File: src/rtl/core/imu_osbf_pkg.sv
// Shared constants, field widths, configuration layout and the command and
// status bundles that pass between the controller and the datapath.
// No dependencies.
package imu_osbf_pkg;

    // Fixed sizing of the stores and the sample width.
    localparam int WINDOW_MAX  = 16;
    localparam int CAL_MAX     = 128;
    localparam int SAMPLE_BITS = 16;
    localparam int SB          = SAMPLE_BITS;
    localparam int SPEED_W     = 16;
    localparam int N_AXES      = 6;
    localparam int N_GYRO      = 3;
    localparam int N_ACCEL     = 3;

    localparam int LOG_W   = $clog2(WINDOW_MAX);
    localparam int LOG_C   = $clog2(CAL_MAX);
    localparam int WCNT_W  = LOG_W + 1;
    localparam int CCNT_W  = LOG_C + 1;

    // Statistics widths.
    localparam int SUM_W   = SB + LOG_W;
    localparam int SQ_W    = 2 * SB + LOG_W - 1;
    localparam int D_W     = SB + LOG_W + 2;
    localparam int DM_W    = D_W - 1;
    localparam int D2_W    = 2 * DM_W;
    localparam int SM_W    = SUM_W;
    localparam int S2_W    = 2 * SM_W;
    localparam int WQ_W    = SQ_W + WCNT_W;
    localparam int VAR_W   = WQ_W;
    localparam int K_W     = 8;
    localparam int K2_W    = 2 * K_W;
    localparam int PROD_W  = VAR_W + K2_W;
    localparam int LHS_W   = D2_W + 8;
    localparam int CMP_W   = (LHS_W > PROD_W) ? LHS_W : PROD_W;
    localparam int CSUM_W  = SB + LOG_C;

    // Shared divider sizing.
    localparam int DIVN_W  = CSUM_W;
    localparam int DIVD_W  = CCNT_W;
    localparam int DCNT_W  = $clog2(DIVN_W + 1);
    localparam int DIDX_W  = $clog2(N_AXES);

    // Configuration port.
    localparam int ADDR_W  = 5;
    localparam int DATA_W  = 32;

    typedef enum logic [2:0] {
        REG_WIN_LEN          = 3'd0,
        REG_SIGMA_FACTOR     = 3'd1,
        REG_AVERAGE_SIZE     = 3'd2,
        REG_STATIONARY_SPEED = 3'd3,
        REG_CALIBRATION_SIZE = 3'd4,
        REG_AUTO_CALIBRATION = 3'd5
    } t_reg;

    typedef logic signed [SB-1:0] t_smp;

    typedef struct packed {
        logic [4:0]  win_len;
        logic [7:0]  sigma_factor;
        logic [4:0]  average_size;
        logic [14:0] stationary_speed;
        logic [7:0]  calibration_size;
        logic        auto_calibration;
    } t_cfg;

    // Commands from the controller.
    typedef struct packed {
        logic load;
        logic speed_upd;
        logic rd;
        logic acc_win;
        logic test1;
        logic test2;
        logic test3;
        logic test4;
        logic commit;
        logic acc_avg;
        logic div_start;
        logic div_store;
        logic div_cal;
        logic cal_push;
        logic acc_cal;
        logic bias_set;
        logic out_load;
    } t_cmd;

    // Status back to the controller.
    typedef struct packed {
        logic op;
        logic need_test;
        logic win_last;
        logic avg_go;
        logic avg_last;
        logic cal_go;
        logic cal_full;
        logic cal_last;
        logic div_done;
        logic avg_div_last;
        logic cal_div_last;
    } t_stat;

endpackage

File: src/rtl/core/imu_osbf_ctrl.sv
// Controller state machine sequencing window statistics, outlier test,
// smoothing, calibration and result hand-off. Depends on imu_osbf_pkg.
module imu_osbf_ctrl
    import imu_osbf_pkg::*;
(
    input  logic  i_clk,
    input  logic  i_rst_n,
    input  logic  i_valid,
    input  logic  i_out_free,
    input  t_stat i_stat,
    output logic  o_ready,
    output t_cmd  o_cmd
);

    typedef enum logic [19:0] {
        ST_IDLE    = 20'h00001,
        ST_W_RD    = 20'h00002,
        ST_W_ACC   = 20'h00004,
        ST_T1      = 20'h00008,
        ST_T2      = 20'h00010,
        ST_T3      = 20'h00020,
        ST_T4      = 20'h00040,
        ST_COMMIT  = 20'h00080,
        ST_A_CHK   = 20'h00100,
        ST_A_RD    = 20'h00200,
        ST_A_ACC   = 20'h00400,
        ST_A_DIV   = 20'h00800,
        ST_A_DWAIT = 20'h01000,
        ST_C_CHK   = 20'h02000,
        ST_C_FULL  = 20'h04000,
        ST_C_RD    = 20'h08000,
        ST_C_ACC   = 20'h10000,
        ST_C_DIV   = 20'h20000,
        ST_C_DWAIT = 20'h40000,
        ST_OUT     = 20'h80000
    } t_state;

    t_state r_state;
    t_state n_state;

    always_ff @(posedge i_clk) begin
        if (!i_rst_n) begin
            r_state <= ST_IDLE;
        end else begin
            r_state <= n_state;
        end
    end

    // Next state and commands.
    always_comb begin
        n_state = r_state;
        o_cmd   = '0;
        o_ready = 1'b0;
        case (r_state)
            ST_IDLE: begin
                o_ready = 1'b1;
                if (i_valid) begin
                    if (i_stat.op) begin
                        o_cmd.speed_upd = 1'b1;
                    end else begin
                        o_cmd.load = 1'b1;
                        n_state = i_stat.need_test ? ST_W_RD : ST_COMMIT;
                    end
                end
            end
            ST_W_RD: begin
                o_cmd.rd = 1'b1;
                n_state  = ST_W_ACC;
            end
            ST_W_ACC: begin
                o_cmd.acc_win = 1'b1;
                n_state = i_stat.win_last ? ST_T1 : ST_W_RD;
            end
            ST_T1: begin
                o_cmd.test1 = 1'b1;
                n_state = ST_T2;
            end
            ST_T2: begin
                o_cmd.test2 = 1'b1;
                n_state = ST_T3;
            end
            ST_T3: begin
                o_cmd.test3 = 1'b1;
                n_state = ST_T4;
            end
            ST_T4: begin
                o_cmd.test4 = 1'b1;
                n_state = ST_COMMIT;
            end
            ST_COMMIT: begin
                o_cmd.commit = 1'b1;
                n_state = ST_A_CHK;
            end
            ST_A_CHK: begin
                n_state = i_stat.avg_go ? ST_A_RD : ST_C_CHK;
            end
            ST_A_RD: begin
                o_cmd.rd = 1'b1;
                n_state  = ST_A_ACC;
            end
            ST_A_ACC: begin
                o_cmd.acc_avg = 1'b1;
                n_state = i_stat.avg_last ? ST_A_DIV : ST_A_RD;
            end
            ST_A_DIV: begin
                o_cmd.div_start = 1'b1;
                n_state = ST_A_DWAIT;
            end
            ST_A_DWAIT: begin
                if (i_stat.div_done) begin
                    o_cmd.div_store = 1'b1;
                    n_state = i_stat.avg_div_last ? ST_C_CHK : ST_A_DIV;
                end
            end
            ST_C_CHK: begin
                if (i_stat.cal_go) begin
                    o_cmd.cal_push = 1'b1;
                    n_state = ST_C_FULL;
                end else begin
                    n_state = ST_OUT;
                end
            end
            ST_C_FULL: begin
                n_state = i_stat.cal_full ? ST_C_RD : ST_OUT;
            end
            ST_C_RD: begin
                o_cmd.rd = 1'b1;
                n_state  = ST_C_ACC;
            end
            ST_C_ACC: begin
                o_cmd.acc_cal = 1'b1;
                n_state = i_stat.cal_last ? ST_C_DIV : ST_C_RD;
            end
            ST_C_DIV: begin
                o_cmd.div_start = 1'b1;
                o_cmd.div_cal   = 1'b1;
                n_state = ST_C_DWAIT;
            end
            ST_C_DWAIT: begin
                o_cmd.div_cal = 1'b1;
                if (i_stat.div_done) begin
                    o_cmd.div_store = 1'b1;
                    if (i_stat.cal_div_last) begin
                        o_cmd.bias_set = 1'b1;
                        n_state = ST_OUT;
                    end else begin
                        n_state = ST_C_DIV;
                    end
                end
            end
            ST_OUT: begin
                if (i_out_free) begin
                    o_cmd.out_load = 1'b1;
                    n_state = ST_IDLE;
                end
            end
            default: begin
                n_state = ST_IDLE;
            end
        endcase
    end

endmodule

File: config.mk
export PLATFORM = sky130hd
export DESIGN_NAME = imu_osbf_ctrl
export DESIGN_NICKNAME = d
export VERILOG_FILES = /design/src/rtl/core/imu_osbf_pkg.sv /design/src/rtl/core/imu_osbf_ctrl.sv
export SDC_FILE = /design/constraint.sdc
export NUM_CORES = 1
export LEC_CHECK = 0
export CAP_MARGIN = 20
export CORE_UTILIZATION = 60
export DETAILED_ROUTE_END_ITERATION = 10
export DONT_BUFFER_PORTS = 1
export HOLD_SLACK_MARGIN = 0.05
export PLACE_DENSITY = 0.84
export SETUP_SLACK_MARGIN = 0.15
export SYNTH_ARGS = -nofsm -noshare
export SYNTH_HDL_FRONTEND = slang
export SYNTH_SLANG_ARGS = --single-unit
export TNS_END_PERCENT = 20
File: constraint.sdc
create_clock -name i_clk -period 4.45 [get_ports i_clk]
set_clock_uncertainty 0.2 [all_clocks]
set_input_delay 0.89 -clock i_clk [delete_from_list [all_inputs] [get_ports i_clk]]
set_output_delay 0.89 -clock i_clk [all_outputs]
set_load 0.005 [all_outputs]
==> results of run 1 <==
==> critical path: stages (launching register included) <==
cell and delay, ps:
dfxtp_1 370, or4_1 680, nor4_1 660, and2_1 360, and3_1 210
==> cell usage after synthesis (3+ instances only) <==
master,n,area share [%]
inv_1,6,1.8
nor3b_1,4,2.4
and4b_1,4,3.1
a21oi_1,9,3.5
and2_1,14,6.9
or4_4,3,2.7
dfxtp_1,20,31
xor2_1,3,2.1
nand2_1,9,2.7
nor4b_1,3,2.1
and3_1,5,2.5
nand2b_1,5,2.5
nor4_1,5,2.5
nor2_1,22,6.5
or4_1,4,2.4
==> placed cells by master (no fill, tap or decap), drive strengths merged, types with 3 or more instances in the layout <==
cell	netlist	layout
a21oi	9	9
and2	15	15
and3	5	5
and4b	5	5
clkbuf	1	3
dfxtp	20	20
inv	6	6
nand2	9	9
nand2b	5	5
nor2	22	22
nor3	3	3
nor3b	5	5
nor4	6	6
nor4b	3	3
o21ai	4	4
or4	8	8
xor2	3	3
==> kinds of logic after synthesis <==
| logic type | count (synthesis) |
|---|---|
| buffers and inverters | 10 |
| AO/OA/AOI/OAI | 23 |
| flip-flops | 20 |
| XOR/XNOR | 4 |
| multiplexers | 1 |
| AND/OR/NAND/NOR | 98 |
==> layout make-up <==
cell class	count	area [µm²]
multi-input cells	126	819.5
clock inverters	1	30.03
fillers	173	653.1
inverters	6	22.52
well taps	27	33.78
clock buffers	3	22.52
flip-flops and latches	20	400.4
==> metal layers <==
| metal | wire (µm) | vias to the layer above | track usage [%] |
|---|---|---|---|
| met3 | 197 | 4 | 6.792 |
| met1 | 1225 | 581 | 35.01 |
| met5 | 0 | - | 0 |
| met2 | 1487 | 49 | 46.49 |
| met4 | 31 | 0 | 10.56 |
| li1 | - | 569 | - |
==> power breakdown <==
group / internal, W / total [W] / switching [W]
clock: 0.0000910 / 0.000152 / 0.0000606
combinational: 0.0000299 / 0.0000833 / 0.0000534
sequential: 0.000184 / 0.000189 / 0.00000566
total: 0.000304 / 0.000424 / 0.000120
==> metrics by stage <==
stage / total power [W] / cell area [µm²] / setup WS [ps] / utilization (%)
final: 0.0004241 / 1329 / 772.6 / 67.05
after global routing: 0.0004466 / 1329 / 600.8 / 67.05
after CTS: 0.0004238 / 1329 / 822.8 / 67.05
after detailed placement: 0.0002751 / 1276 / 1175 / 64.39
after global placement: 0.0002719 / 1276 / 1254 / 64.39
after floorplan: 0.0002617 / 1274 / 1340 / -
==> final timing paths <==
kind	startpoint	to	slack, ps	cells after the start
setup / recovery	r_state[8]	o_cmd[15]	770	4
hold / removal	r_state[12]	r_state[12]	300	2
setup reg to reg	r_state[8]	r_state[8]	1740	6
hold reg to reg	r_state[12]	r_state[12]	300	2
==> qor.yml, run 1 <==
status: "complete, no violations"
synth_xor_area_share_pct: 2.750
area_growth_pct: 4.322
synthAdderAreaFrac_pct: 0
tritoncts: "done"
syn-num-nets: 171
die_h_um: 48.08
gp_congestion: 0.8672
hold_viol: 0
grt_first_pass_wirelength_mm: 4.485
synth_edf_count: 0
yosysWarnings: 0
holdBufCountCts: 0
ir_drop_mv: 0.2860
crit_fanout: 6
track_usage_pct: 28.02
relSlewSlack_pct: 55.11
endpoint_kind: "output pin"
insertedDiodeCount: 0
finalCritPeriodShare_pct: 82.64
io_pins: 33
reg_top3: "r_state x20"
syn_area_um2: 1274
dpl.cell_count: 179
drt-initial-drc-count: 30
power.density_nw_per_um2: 319.2
yosysUniqueCellTypes: 49
postCtsSetupRepairBufs: 0
numClockSinks: 20
antenna_found_initial: 0
start_util_pct: 64.27
ant_nets: 0
async_flop_share_pct: 0
syn_area_per_cell_um2: 8.165
finalNonFillerCells: 183
rsz0062_at_grt: "false"
crit_type: "reg -> out"
synth_top_family_by_area: "simple AND/OR/NAND/NOR gates"
synth_seq_cells: 20
wl_per_cell_um: 16.08
wl_mm: 2.942
final_nets: 172
core_region_area_um2: 1982
cts.clk_slew.worst_paths_ps: 120
synthCells: 156
cp_data_arrival_time_ps: 2590
drive_above_1_share_pct: 10.90
rows: 16
tightestPinTransition_ps: 667.2
cts_resized: 0
hold_path_class: "reg -> reg"
synth.area.mux_share_pct: 0.7859
drv_cap: 0
largest_register_ffs: 20
whs_ps: 300.5
first_pass_iters: 4
vias: 1203
portBuffers: 0
startpoint_type: "flip-flop"
max_freq_mhz: 271.9
slew_violations: 0
viasPerCell: 6.574
synthFlopType: "dfxtp_1"
period_needed_ps: 3677
cts.path.max_buffers: 2
synth-compound-area-share_pct: 11.98
setup_violations: 0
grt_pass1_vias: 1061
ctsHtreeMaxLevel: 1
synth_seq_area_share_pct: 31.43
die-area_um2: 2311
synth_simple_gate_area_share_pct: 48.82
post-route-drc-count: 0
grt_max_degree: 13
cp.required_ps: 3360
die_x_um: 48.08
hpwl_mm: 2.264
clkLatencyLatePin_ps: 310
largest-register: "r_state"
cts_buffers: 3
fin_tns_setup_ps: 0
leakagePower_nw: 0.5439
gr-total-overflow: 0
cts_root_buffer: "clkbuf_4"
Note: power is estimated with default switching activity, not from simulation.
==> run 2, diff against run 1 <==
--- a/config.mk
+++ b/config.mk
@@ -6,11 +6,11 @@
 export NUM_CORES = 1
 export LEC_CHECK = 0
 export CAP_MARGIN = 20
-export CORE_UTILIZATION = 60
+export CORE_UTILIZATION = 56
 export DETAILED_ROUTE_END_ITERATION = 10
 export DONT_BUFFER_PORTS = 1
 export HOLD_SLACK_MARGIN = 0.05
-export PLACE_DENSITY = 0.84
+export PLACE_DENSITY = 0.82
 export SETUP_SLACK_MARGIN = 0.15
 export SYNTH_ARGS = -nofsm -noshare
 export SYNTH_HDL_FRONTEND = slang
==> constraint.sdc (replaced) <==
create_clock -name i_clk -period 3.05 [get_ports i_clk]
set_clock_uncertainty 0.2 [all_clocks]
set_input_delay 0.61 -clock i_clk [delete_from_list [all_inputs] [get_ports i_clk]]
set_output_delay 0.61 -clock i_clk [all_outputs]
set_load 0.005 [all_outputs]
==> qor.yml, run 2 (synthesis results as in run 1) <==
die_h_um: 49.69
hold_path_class: "in -> reg"
hold_viol: 0
whs_ps: 218.3
largest-register: "r_state"
power_frac_comb_pct: 33.8
drv_cap: 0
critPathSlowestCell: "or4_4"
clkLatencyLatePin_ps: 300
final_cell_area_um2: 1546
io_pins: 33
final_common_cell: "nor2_1"
cts.clk_slew.worst_paths_ps: 110
viasPerCell: 6.299
drive_above_1_share_pct: 34.71
power.density_nw_per_um2: 390.9
core_region_area_um2: 2042
gp_congestion: 0.8279
status: "complete, no violations"
first_pass_iters: 4
ir_drop_mv: 0.3055
antenna_found_initial: 0
power.share.switching_pct: 31.80
ctsHtreeMaxLevel: 1
largest_register_ffs: 20
ant_nets: 0
cts_root_buffer: "clkbuf_4"
max_freq_mhz: 331.0
cts_buffers: 3
path_cells: "or4_4, nor4_2, buf_4, and4b_1, nor2_1, nand2_1"
wl_per_cell_um: 17.91
numClockSinks: 20
slew_violations: 0
track_usage_pct: 29.10
cp_num_buf_inv: 1
tritoncts: "done"
final_cell_mix: "22 x nor2_1, 15 x buf_4, 12 x and2_1"
drt-initial-drc-count: 58
period_needed_ps: 3021
rsz0062_at_grt: "true"
crit_family: "simple AND/OR/NAND/NOR gates"
grt_first_pass_wirelength_mm: 5.409
dpl_cell_area_um2: 1336
layout_setup_ws_ps: 28.96
area_growth_pct: 21.41
tightestPinTransition_ps: 476.0
reg_top3: "r_state x20"
portBuffers: 0
die_x_um: 49.69
place_ws_ps: 141.5
cp.required_ps: 2240
crit_type: "reg -> out"
cp_data_arrival_time_ps: 2210
grt_pass1_vias: 1181
endpoint_kind: "output pin"
leakagePower_nw: 0.6190
slowest_delay_ps: 620
final_nets: 187
netSwitchingPower_w: 0.0001922
vias: 1241
die-area_um2: 2469
finalCritPeriodShare_pct: 99.05
cts.path.max_buffers: 2
relSlewSlack_pct: 67.82
rows: 16
wl_mm: 3.528
gr-total-overflow: 0
crit_fanout: 6
hpwl_mm: 2.277
start_util_pct: 62.38
insertedDiodeCount: 0
post-route-drc-count: 0
seqPwrFrac_pct: 45.3
clkPwrFrac_pct: 21.0
grt_max_degree: 11
startpoint_type: "flip-flop"
internal_power_w: 0.0004123
setup_violations: 0
fillers: 148
## run 2: cell count changes in the layout (fill, tap and decap cells not counted), sizes merged
cell	change
buf	+15
bufinv	-1
## run 2: final timing paths
check	start	depth (start not counted)	end	slack, ps
worst max-delay path	r_state[9]	6	o_cmd[14]	30
worst min-delay path	i_rst_n	1	r_state[18]	220
worst min register to register	r_state[12]	2	r_state[12]	290
worst max register to register	r_state[9]	6	r_state[16]	320
## run 2: cell type report
| type | count | area [µm²] | share of cell area (%) |
|---|---|---|---|
| Inverter | 6 | 22.52 | 1.456 |
| Multi-Input combinational cell | 126 | 940.9 | 60.84 |
| Timing Repair Buffer | 15 | 112.6 | 7.282 |
| Tap cell | 27 | 33.78 | 2.184 |
| Clock buffer | 3 | 22.52 | 1.456 |
| Sequential cell | 20 | 414.1 | 26.78 |
## run 2: metrics by stage
stage	utilization, %	TNS (ps)	cells	total power (W)
2_1_floorplan	-	0	156	0.0003819
5_1_grt	75.74	-124.0	197	0.0006293
3_3_place_gp	65.44	0	187	0.0004219
3_5_place_dp	65.44	0	187	0.0004273
4_1_cts	73.71	-72.28	197	0.0005905
6_report	75.74	0	197	0.0006046
## run 2: worst register-to-register path, delay by kind of cell, from the launching register on
kind            cells  cell delay, ps
compound gates      1             100
flops               1             370
simple gates        5            1950
## run 2: power by group through the flow
| stage | clock network, W | logic [W] | registers (W) |
|---|---|---|---|
| floorplan | 0 | 0.000103 | 0.000279 |
| global placement | 0 | 0.000142 | 0.000280 |
| detailed placement | 0 | 0.000147 | 0.000281 |
| CTS | 0.000125 | 0.000191 | 0.000274 |
| global route | 0.000135 | 0.000221 | 0.000274 |
| finish | 0.000127 | 0.000204 | 0.000274 |
## run 2: metal layers
metal / up-vias / global-route usage (%) / part of all wire, %
li1: 595 / - / -
met1: 588 / 32.45 / 40
met2: 51 / 53.83 / 52
met3: 7 / 4.938 / 6.3
met4: 0 / 11.43 / 1.5
met5: - / 0 / 0
## run 2: timing repair
item                                   CTS  global route
gates resized for setup                 22            12
hold buffers                             0             0
endpoints found under the hold margin    0             0
setup endpoints to repair               18            17
pin swaps                                8            11
setup buffers                            7             0
